`config.mk`:
```
export PLATFORM = sky130hd
export DESIGN_NAME = polygon_area_perimeter
export DESIGN_NICKNAME = d
export VERILOG_FILES = /design/src/design/pap_pkg.sv /design/src/design/pap_sqrt.sv /design/src/design/pap_datapath.sv /design/src/design/pap_ctrl.sv /design/src/design/polygon_area_perimeter.sv
export SDC_FILE = /design/constraint.sdc
export NUM_CORES = 2
export LEC_CHECK = 0
export BUFFER_PORTS_ARGS = -buffer_cell sky130_fd_sc_hd__buf_2
export CORE_MARGIN = 2
export CORE_UTILIZATION = 30
export DETAILED_ROUTE_END_ITERATION = 10
export PLACE_DENSITY = 0.48
export SLEW_MARGIN = 20
export SYNTH_ARGS = -nofsm -noshare
export SYNTH_HDL_FRONTEND = slang
export SYNTH_HIERARCHICAL = 1
export SYNTH_SLANG_ARGS = --single-unit
```
`constraint.sdc`:
```
create_clock -name clk -period 29.4 [get_ports clk]
set_clock_uncertainty 0.2 [all_clocks]
set_input_delay 4.41 -clock clk [delete_from_list [all_inputs] [get_ports clk]]
set_output_delay 4.41 -clock clk [all_outputs]
set_load 0.02 [all_outputs]
```
`src/design/pap_pkg.sv`:
```
// ----------------------------------------------------------------------------
// pap_pkg: shared types and constants for the polygon area/perimeter block
// Controller states, datapath operation codes, command/status bundles and
// the fixed field widths and saturation limits.
// ----------------------------------------------------------------------------
package pap_pkg;

  // field and accumulator widths
  localparam int COORD_W = 16;
  localparam int DIFF_W  = 17;
  localparam int PROD_W  = 34;
  localparam int SQ_W    = 34;
  localparam int TERM_W  = 35;
  localparam int CROSS_W = 46;
  localparam int LEN_W   = 37;
  localparam int AREA_W  = 44;
  localparam int COUNT_W = 13;
  localparam int OUT_W   = 96;

  // saturation limits
  localparam logic signed [CROSS_W:0] CROSS_HI = 47'sd35184372088831;
  localparam logic signed [CROSS_W:0] CROSS_LO = -47'sd35184372088831;
  localparam logic [LEN_W-1:0]        LEN_MAX  = {LEN_W{1'b1}};
  localparam logic [CROSS_W-1:0]      AREA_MAX = {{(CROSS_W-AREA_W){1'b0}}, {AREA_W{1'b1}}};
  localparam int                      COUNT_CAP = 8191;

  // controller states, one-hot
  typedef enum logic [10:0] {
    ST_IDLE  = 11'b00000000001,
    ST_MDX   = 11'b00000000010,
    ST_MDY   = 11'b00000000100,
    ST_MC1   = 11'b00000001000,
    ST_MC2   = 11'b00000010000,
    ST_CDIFF = 11'b00000100000,
    ST_CACC  = 11'b00001000000,
    ST_ROOT  = 11'b00010000000,
    ST_LACC  = 11'b00100000000,
    ST_ADV   = 11'b01000000000,
    ST_FIN   = 11'b10000000000
  } state_t;

  // datapath operations
  typedef enum logic [3:0] {
    OP_NONE,
    OP_LATCH,
    OP_MDX,
    OP_MDY,
    OP_MC1,
    OP_MC2,
    OP_CDIFF,
    OP_CACC,
    OP_ROOT,
    OP_LACC,
    OP_ADV,
    OP_FINISH
  } dp_op_t;

  // controller to datapath
  typedef struct packed {
    dp_op_t op;
    logic   closing;   // edge is (current, start) instead of (prior, current)
    logic   root_go;   // start the square root with the current edge
  } cmd_t;

  // datapath to controller
  typedef struct packed {
    logic first_vertex;
    logic last;
    logic close_needed;
    logic root_last;
    logic out_free;
  } stat_t;

endpackage

```
`src/design/pap_sqrt.sv`:
```
// ----------------------------------------------------------------------------
// pap_sqrt: bit-serial integer square root
// Two radicand bits per cycle while step is high; returns floor(sqrt(radicand * 4^FRAC_BITS)).
// ----------------------------------------------------------------------------
module pap_sqrt
  import pap_pkg::*;
#(
  parameter int FRAC_BITS = 8
) (
  input  logic                          clk,
  input  logic                          load,
  input  logic                          step,
  input  logic [SQ_W-1:0]               radicand,
  output logic [SQ_W/2+FRAC_BITS-1:0]   root,
  output logic                          last
);

  localparam int N     = SQ_W / 2 + FRAC_BITS;
  localparam int RADW  = 2 * N;
  localparam int CNT_W = $clog2(N);

  logic [RADW-1:0]  rad;
  logic [N+1:0]     rem;
  logic [CNT_W-1:0] cnt;
  logic [N+1:0]     rem_sh;
  logic [N+1:0]     trial;
  logic             fits;

  // one restoring digit step
  assign rem_sh = {rem[N-1:0], rad[RADW-1 -: 2]};
  assign trial  = {root, 2'b01};
  assign fits   = rem_sh >= trial;
  assign last   = cnt == CNT_W'(N - 1);

  always_ff @(posedge clk) begin
    if (load) begin
      rad  <= RADW'(radicand) << (2 * FRAC_BITS);
      rem  <= '0;
      root <= '0;
      cnt  <= '0;
    end else if (step) begin
      rad  <= rad << 2;
      rem  <= fits ? (rem_sh - trial) : rem_sh;
      root <= {root[N-2:0], fits};
      cnt  <= cnt + 1'b1;
    end
  end

endmodule

```
`src/design/pap_datapath.sv`:
```
// ----------------------------------------------------------------------------
// pap_datapath: vertex registers, shared multiplier, accumulators, output
// Executes one operation per cycle as ordered by the controller.
// ----------------------------------------------------------------------------
module pap_datapath
  import pap_pkg::*;
#(
  parameter int MAX_VERTICES = 4096,
  parameter int FRAC_BITS    = 8
) (
  input  logic              clk,
  input  logic              rst,
  input  cmd_t              cmd,
  output stat_t             stat,
  input  logic [31:0]       s_tdata,
  input  logic              s_tlast,
  input  logic              close_chain,
  input  logic              m_tready,
  output logic              m_tvalid,
  output logic [OUT_W-1:0]  m_tdata
);

  localparam int RW        = SQ_W / 2 + FRAC_BITS;
  localparam int CAP       = (MAX_VERTICES + 1 < COUNT_CAP) ? MAX_VERTICES + 1 : COUNT_CAP;
  localparam int TOTAL_LIM = (MAX_VERTICES < COUNT_CAP) ? MAX_VERTICES : COUNT_CAP;

  // vertex registers
  logic signed [COORD_W-1:0] cur_x, cur_y, start_x, start_y, prior_x, prior_y;
  logic                      cur_last;
  logic [COUNT_W-1:0]        seen_count;

  // arithmetic registers
  logic signed [PROD_W-1:0]  prod, term_a;
  logic signed [TERM_W-1:0]  term;
  logic [SQ_W-1:0]           sq, first_edge_sq;
  logic signed [CROSS_W-1:0] cross_sum;
  logic [LEN_W-1:0]          length_sum;
  logic                      all_equal;

  // output register
  logic [AREA_W-1:0]  out_area;
  logic [LEN_W-1:0]   out_perim;
  logic               out_equal;
  logic [COUNT_W-1:0] out_total;
  logic               out_many;

  logic signed [COORD_W-1:0] ax, ay, bx, by;
  logic signed [DIFF_W-1:0]  dx, dy, mul_a, mul_b;
  logic signed [PROD_W-1:0]  mul_full;
  logic signed [CROSS_W:0]   cross_wide;
  logic [LEN_W:0]            len_wide;
  logic [CROSS_W-1:0]        area_mag;
  logic [RW-1:0]             root;
  logic                      root_last;
  logic                      edge_first;
  logic                      out_free;

  // edge endpoints: (prior, current) or closing (current, start)
  assign ax = cmd.closing ? cur_x : prior_x;
  assign ay = cmd.closing ? cur_y : prior_y;
  assign bx = cmd.closing ? start_x : cur_x;
  assign by = cmd.closing ? start_y : cur_y;
  assign dx = DIFF_W'(bx) - DIFF_W'(ax);
  assign dy = DIFF_W'(by) - DIFF_W'(ay);

  // shared multiplier operand select
  always_comb begin
    case (cmd.op)
      OP_MDX:  begin mul_a = dx;             mul_b = dx;             end
      OP_MDY:  begin mul_a = dy;             mul_b = dy;             end
      OP_MC1:  begin mul_a = DIFF_W'(ax);    mul_b = DIFF_W'(by);    end
      OP_MC2:  begin mul_a = DIFF_W'(ay);    mul_b = DIFF_W'(bx);    end
      default: begin mul_a = '0;             mul_b = '0;             end
    endcase
  end
  assign mul_full = mul_a * mul_b;

  // saturating sums
  assign cross_wide = (CROSS_W + 1)'(cross_sum) + (CROSS_W + 1)'(term);
  assign len_wide   = {1'b0, length_sum} + (LEN_W + 1)'(root);
  assign area_mag   = cross_sum[CROSS_W-1] ? CROSS_W'(-cross_sum) : CROSS_W'(cross_sum);
  assign edge_first = !cmd.closing && (seen_count == COUNT_W'(1));
  assign out_free   = !m_tvalid || m_tready;

  pap_sqrt #(
    .FRAC_BITS (FRAC_BITS)
  ) u_sqrt (
    .clk      (clk),
    .load     (cmd.op == OP_CACC && cmd.root_go),
    .step     (cmd.op == OP_ROOT),
    .radicand (sq),
    .root     (root),
    .last     (root_last)
  );

  // status back to the controller
  assign stat.first_vertex = seen_count == '0;
  assign stat.last         = cur_last;
  assign stat.close_needed = close_chain && (cur_x != start_x || cur_y != start_y);
  assign stat.root_last    = root_last;
  assign stat.out_free     = out_free;

  // chain state (control)
  always_ff @(posedge clk) begin
    if (rst) begin
      start_x       <= '0;
      start_y       <= '0;
      prior_x       <= '0;
      prior_y       <= '0;
      seen_count    <= '0;
      cross_sum     <= '0;
      length_sum    <= '0;
      first_edge_sq <= '0;
      all_equal     <= 1'b1;
    end else begin
      case (cmd.op)
        OP_CACC: begin
          if (cross_wide > CROSS_HI) begin
            cross_sum <= CROSS_HI[CROSS_W-1:0];
          end else if (cross_wide < CROSS_LO) begin
            cross_sum <= CROSS_LO[CROSS_W-1:0];
          end else begin
            cross_sum <= cross_wide[CROSS_W-1:0];
          end
        end
        OP_LACC: begin
          length_sum <= (len_wide > {1'b0, LEN_MAX}) ? LEN_MAX : len_wide[LEN_W-1:0];
          if (edge_first) begin
            first_edge_sq <= sq;
          end else if (sq != first_edge_sq) begin
            all_equal <= 1'b0;
          end
        end
        OP_ADV: begin
          if (seen_count == '0) begin
            start_x <= cur_x;
            start_y <= cur_y;
          end
          prior_x <= cur_x;
          prior_y <= cur_y;
          if (seen_count < COUNT_W'(CAP)) begin
            seen_count <= seen_count + 1'b1;
          end
        end
        OP_FINISH: begin
          start_x       <= '0;
          start_y       <= '0;
          prior_x       <= '0;
          prior_y       <= '0;
          seen_count    <= '0;
          cross_sum     <= '0;
          length_sum    <= '0;
          first_edge_sq <= '0;
          all_equal     <= 1'b1;
        end
        default: begin
        end
      endcase
    end
  end

  // input latch, products, edge square and cross term difference
  always_ff @(posedge clk) begin
    case (cmd.op)
      OP_LATCH: begin
        cur_x    <= s_tdata[COORD_W-1:0];
        cur_y    <= s_tdata[2*COORD_W-1:COORD_W];
        cur_last <= s_tlast;
      end
      OP_MDX: prod <= mul_full;
      OP_MDY: begin
        prod <= mul_full;
        sq   <= SQ_W'(prod);
      end
      OP_MC1: begin
        prod <= mul_full;
        sq   <= sq + SQ_W'(prod);
      end
      OP_MC2: begin
        prod   <= mul_full;
        term_a <= prod;
      end
      OP_CDIFF: term <= TERM_W'(term_a) - TERM_W'(prod);
      default: begin
      end
    endcase
  end

  // result register
  always_ff @(posedge clk) begin
    if (cmd.op == OP_FINISH) begin
      out_area  <= (area_mag > AREA_MAX) ? AREA_MAX[AREA_W-1:0] : area_mag[AREA_W-1:0];
      out_perim <= length_sum;
      out_equal <= all_equal;
      out_total <= (seen_count > COUNT_W'(TOTAL_LIM)) ? COUNT_W'(TOTAL_LIM) : seen_count;
      out_many  <= {19'd0, seen_count} > 32'(MAX_VERTICES);
    end
  end

  always_ff @(posedge clk) begin
    if (rst) begin
      m_tvalid <= 1'b0;
    end else if (cmd.op == OP_FINISH) begin
      m_tvalid <= 1'b1;
    end else if (m_tready) begin
      m_tvalid <= 1'b0;
    end
  end

  assign m_tdata = {out_many, out_total, out_equal, out_perim, out_area};

endmodule

```
`src/design/pap_ctrl.sv`:
```
// ----------------------------------------------------------------------------
// pap_ctrl: sequencing state machine
// Steps the datapath through latch, edge, cross term, root, advance and finish operations.
// ----------------------------------------------------------------------------
module pap_ctrl
  import pap_pkg::*;
(
  input  logic   clk,
  input  logic   rst,
  input  logic   s_tvalid,
  output logic   s_tready,
  input  stat_t  stat,
  output cmd_t   cmd
);

  state_t state, state_next;
  logic   closing, closing_next;

  always_ff @(posedge clk) begin
    if (rst) begin
      state   <= ST_IDLE;
      closing <= 1'b0;
    end else begin
      state   <= state_next;
      closing <= closing_next;
    end
  end

  assign s_tready = state == ST_IDLE;

  // next state and command
  always_comb begin
    state_next   = state;
    closing_next = closing;
    cmd.op       = OP_NONE;
    cmd.closing  = closing;
    cmd.root_go  = 1'b0;
    unique case (state)
      ST_IDLE: begin
        if (s_tvalid) begin
          cmd.op       = OP_LATCH;
          closing_next = 1'b0;
          state_next   = stat.first_vertex ? ST_ADV : ST_MDX;
        end
      end
      ST_MDX: begin
        cmd.op     = OP_MDX;
        state_next = ST_MDY;
      end
      ST_MDY: begin
        cmd.op     = OP_MDY;
        state_next = ST_MC1;
      end
      ST_MC1: begin
        cmd.op     = OP_MC1;
        state_next = ST_MC2;
      end
      ST_MC2: begin
        cmd.op     = OP_MC2;
        state_next = ST_CDIFF;
      end
      ST_CDIFF: begin
        cmd.op     = OP_CDIFF;
        state_next = ST_CACC;
      end
      ST_CACC: begin
        // closing edge adds to the perimeter only when enabled and not degenerate; its cross term is always accumulated
        cmd.op      = OP_CACC;
        cmd.root_go = !closing || stat.close_needed;
        if (cmd.root_go) begin
          state_next = ST_ROOT;
        end else begin
          state_next = closing ? ST_FIN : ST_ADV;
        end
      end
      ST_ROOT: begin
        cmd.op = OP_ROOT;
        if (stat.root_last) begin
          state_next = ST_LACC;
        end
      end
      ST_LACC: begin
        cmd.op     = OP_LACC;
        state_next = closing ? ST_FIN : ST_ADV;
      end
      ST_ADV: begin
        cmd.op = OP_ADV;
        if (stat.last) begin
          closing_next = 1'b1;
          state_next   = ST_MDX;
        end else begin
          state_next = ST_IDLE;
        end
      end
      ST_FIN: begin
        if (stat.out_free) begin
          cmd.op     = OP_FINISH;
          state_next = ST_IDLE;
        end
      end
      default: begin
        state_next = ST_IDLE;
      end
    endcase
  end

endmodule

```
`src/design/polygon_area_perimeter.sv`:
```
// ----------------------------------------------------------------------------
// polygon_area_perimeter: shoelace area and perimeter of a vertex chain
//
//   channel  dir  handshake            content
//   s_*      in   s_tvalid / s_tready  one vertex, s_tlast marks the last one
//   m_*      out  m_tvalid / m_tready  area, perimeter, flags, count per chain
//   APB      in   psel/penable/pwrite  close_chain at byte address 0
//
// A vertex with an edge is latched, then passes the MDX, MDY, MC1, MC2, CDIFF,
// CACC, ROOT, LACC and ADV steps; the first vertex is only latched and advanced.
// The last vertex adds a closing pass through MDX to CACC, then ROOT and LACC if
// the closing edge is needed, and a finish step that waits for the result register.
// Synchronous active-high reset; close_chain resets to 1.
// The result register lets the next chain start while a result waits.
// ----------------------------------------------------------------------------
module polygon_area_perimeter
  import pap_pkg::*;
#(
  parameter int MAX_VERTICES = 4096,
  parameter int FRAC_BITS    = 8
) (
  input  logic              clk,
  input  logic              rst,
  // vertex stream
  input  logic              s_tvalid,
  output logic              s_tready,
  input  logic [31:0]       s_tdata,   // [15:0] x_coord, [31:16] y_coord
  input  logic              s_tlast,   // last_vertex
  // result stream
  output logic              m_tvalid,
  input  logic              m_tready,
  output logic [OUT_W-1:0]  m_tdata,   // [43:0] twice_area, [80:44] perimeter_fx,
                                       // [81] sides_equal, [94:82] vertex_total,
                                       // [95] too_many
  // register port
  input  logic              psel,
  input  logic              penable,
  input  logic              pwrite,
  input  logic [2:0]        paddr,
  input  logic [31:0]       pwdata,
  output logic [31:0]       prdata,
  output logic              pready
);

  localparam logic [2:0] ADDR_CLOSE_CHAIN = 3'h0;

  logic  close_chain;
  logic  sel_close;
  cmd_t  cmd;
  stat_t stat;

  // register decode
  assign pready    = 1'b1;
  assign sel_close = {paddr[2], 2'b00} == ADDR_CLOSE_CHAIN;
  assign prdata    = sel_close ? {31'd0, close_chain} : 32'd0;

  always_ff @(posedge clk) begin
    if (rst) begin
      close_chain <= 1'b1;
    end else if (psel && penable && pwrite && pready && sel_close) begin
      close_chain <= pwdata[0];
    end
  end

  pap_ctrl u_ctrl (
    .clk      (clk),
    .rst      (rst),
    .s_tvalid (s_tvalid),
    .s_tready (s_tready),
    .stat     (stat),
    .cmd      (cmd)
  );

  pap_datapath #(
    .MAX_VERTICES (MAX_VERTICES),
    .FRAC_BITS    (FRAC_BITS)
  ) u_datapath (
    .clk         (clk),
    .rst         (rst),
    .cmd         (cmd),
    .stat        (stat),
    .s_tdata     (s_tdata),
    .s_tlast     (s_tlast),
    .close_chain (close_chain),
    .m_tready    (m_tready),
    .m_tvalid    (m_tvalid),
    .m_tdata     (m_tdata)
  );

endmodule
```
==> impl_metrics.env <==
export IMPL_cp_arrival_ns=13.89
export IMPL_reg2reg_depth=39
export IMPL_crit_top_cell="fa_1"
export IMPL_totalNegativeSetupSlack_ns=0
export IMPL_dp_hpwl_mm=91.3
export IMPL_slowest_delay_ns=0.58
export IMPL_cts_root_buffer="clkbuf_16"
export IMPL_crit_type="in -> reg"
export IMPL_utilization=0.337
export IMPL_cts_sinks=564
export IMPL_cts_buffers=73
export IMPL_maxSlewHeadroom=0.204
export IMPL_cts_tree="done"
export IMPL_grt_usage=0.159
export IMPL_hold_viol_final=0
export IMPL_seqPwrFrac=0.382
export IMPL_switchingPower_mw=0.719
export IMPL_die_h_um=390
export IMPL_worst_pin_slew_ns=1.19
export IMPL_path_clk_slew_ns=0.06
export IMPL_synth_area_mm2=0.0446
export IMPL_p_sw_frac=0.303
export IMPL_fp_coreArea_mm2=0.148
export IMPL_final_cell_mix="513 x nand2_1, 460 x inv_1, 428 x nor2_1"
export IMPL_syn_inst=4775
export IMPL_slew_viol_final=0
export IMPL_ctsHoldBuffers=0
export IMPL_synth_mux_area_fraction=0.0332
export IMPL_ir_worst_vdd_v=0.0000389
export IMPL_final_common_cell="nand2_1"
export IMPL_setup_viol=0
export IMPL_cts_resized=0
export IMPL_antenna_left=0
export IMPL_synthAdderAreaFrac=0.217
export IMPL_grt_pass1_vias=33584
export IMPL_endpoint_kind="flip-flop"
export IMPL_routed_wl_met2_mm=56.4
export IMPL_synth_compound_area_frac=0.153
export IMPL_clock_path_buffers=3
export IMPL_p_leak_nw=20.7
export IMPL_intPower_mw=1.66
export IMPL_required_ns=29.58
export IMPL_clkPwrFrac=0.396
export IMPL_synth_xor_area_frac=0.0602
export IMPL_num_io_pins=206
export IMPL_ys_ff_latch=564
export IMPL_vias_per_cell=4.93
export IMPL_clock_latency_ns=0.66
export IMPL_grt_max_degree=71
export IMPL_status="complete, no violations"
export IMPL_syn2layout_area_growth_pct=11.5
export IMPL_worstHoldPathType="reg -> reg"
export IMPL_routabilityCongestion=0.858
export IMPL_antenna_found_initial=0
export IMPL_rows=141
export IMPL_synth_top_family_by_area="adder cells"
export IMPL_drv_cap=0
export IMPL_ys_async_sr_fraction=0
export IMPL_period_needed_ns=13.72
export IMPL_dr_wl_met3_mm=4.29
export IMPL_yosysWarnings=6
export IMPL_whs_path_depth=0
export IMPL_dieArea_mm2=0.152
export IMPL_avgSynthCellArea_um2=9.35
export IMPL_grt_overflow=0
export IMPL_die_x_um=390
export IMPL_wl_per_cell_um=17.7
export IMPL_synth_cell_type_count=104
export IMPL_cp_max_fo=36
export IMPL_met1Wirelength_mm=56.9
export IMPL_dominantRegCellSynth="edfxtp_1"
export IMPL_grt_pass1_wl_mm=191
export IMPL_rsz0062_at_grt="false"
export IMPL_htreeDepth=3
export IMPL_pre_cts_slack_ns=14.97
export IMPL_start_kind="input port"
export IMPL_timing_final_crit_share=0.467
export IMPL_p_comb_frac=0.223
export IMPL_ys_seq_area_frac=0.320
export IMPL_start_util=0.302
export IMPL_cts_setup_buffers=0
export IMPL_port_buffers=140
export IMPL_fmax_ghz=0.0729
export IMPL_p_per_area_mw_per_mm2=47.7
export IMPL_fin_nets=5510
export IMPL_drcViolationCount=0
export IMPL_wl_mm=121
export IMPL_setup_ws_ns=15.68
export IMPL_top_layer="met4"
export IMPL_num_vias=33725
export IMPL_dr_pass1_iters=5
export IMPL_crit_slowest_cell="fa_1"
export IMPL_synthSimpleGateAreaFrac=0.153
export IMPL_synth_edff_count=300
export IMPL_drt_iter0_drc=2202
export IMPL_drive_gt1_frac=0.102
[power by group through the flow]
stage / sequential (mW) / clock, mW / combinational, mW
6_report: 0.906 / 0.940 / 0.529
5_1_grt: 0.911 / 1.00 / 0.587
4_1_cts: 0.906 / 0.973 / 0.528
3_5_place_dp: 0.923 / 0 / 0.525
3_3_place_gp: 0.922 / 0 / 0.519
2_1_floorplan: 0.908 / 0 / 0.412
[cell families after synthesis]
family	Yosys count
other	2
adder cells (fa/ha/maj)	591
XOR/XNOR	307
flip-flops	564
buffers and inverters	689
multiplexers	140
AO/OA/AOI/OAI	1020
AND/OR/NAND/NOR	1462
[area by class of cell]
class                   count  area [um2]
repair buffers            192        1090
flip-flops and latches    564       14300
inverters                 462        1740
well taps                1930        2410
diodes                      2        5.00
clock buffers              96        2030
multi-input cells        3552       27700
clock inverters            38         508
fillers                 15181       97900
[worst paths after layout]
path	start	to	slack (ns)
max	m_tready	u_datapath/prod[33]$_DFFE_PP_	15.68
min	u_datapath/all_equal$_SDFFE_PP1P_	u_datapath/out_equal$_DFFE_PP_	0.26
max reg2reg	u_ctrl/closing$_SDFFE_PP0P_	u_datapath/prod[33]$_DFFE_PP_	17.72
min reg2reg	u_datapath/all_equal$_SDFFE_PP1P_	u_datapath/out_equal$_DFFE_PP_	0.26
[critical path: cells and delay by family]
family          cells  cell delay [ns]
buf+inv             7             1.50
simple gates       10             2.21
xor+xnor            1             0.09
fa+ha+maj           7             3.55
compound gates     11             2.06
[layer usage]
layer,vias up,GRT usage
li1,16623,-
met1,16395,0.214
met2,562,0.264
met3,145,0.0214
met4,0,0.0468
met5,-,0
[stage by stage]
step | hold WS, ns | instance area (um2) | power, mW | cells
2_1_floorplan | 0.208 | 44800 | 1.32 | 4805
3_3_place_gp | 0.246 | 47200 | 1.44 | 6700
3_5_place_dp | 0.250 | 47200 | 1.45 | 6700
4_1_cts | 0.263 | 49800 | 2.41 | 6834
5_1_grt | 0.278 | 49800 | 2.50 | 6834
6_report | 0.260 | 49800 | 2.37 | 6836
[flip-flops by register name, summed over array words and instances (netlist names), 25 cells and up]
signal,flops
u_datapath/term,35
u_datapath/out_perim,37
u_datapath/length_sum,37
u_datapath/cross_sum,46
u_datapath/u_sqrt/rad,34
u_datapath/sq,34
u_datapath/u_sqrt/rem,25
u_datapath/u_sqrt/root,25
u_datapath/term_a,34
u_datapath/out_area,44
u_datapath/first_edge_sq,34
u_datapath/prod,34
[cell usage after synthesis, drive strengths merged (10+ instances only)]
master	count	area [um2]
a21boi	14	109
nand2b	44	275
dfxtp	264	5290
o22ai	32	214
and2	41	256
xnor2	177	1550
a22o	25	219
o31ai	26	205
buf	70	539
o21bai	19	143
a221o	16	160
a21oi	267	1340
xor2	130	1140
nor2	434	1630
or2	27	169
a211oi	34	255
and3	30	188
o21ai	243	1370
nand3	92	460
nor2b	44	275
nand2	515	1940
a31oi	21	131
o31a	10	87.6
mux2i	74	741
a41oi	11	115
o211ai	22	170
ha	287	3590
nor3	73	375
a22oi	40	300
nor4	29	256
clkbuf	157	589
fa	303	6070
mux2	66	743
edfxtp	300	9010
o41ai	10	87.6
a221oi	13	131
o21a	36	270
nand4	49	328
or3	34	218
or4	13	109
inv	461	1730
a21o	100	751
(Power assumes the default switching activity.)
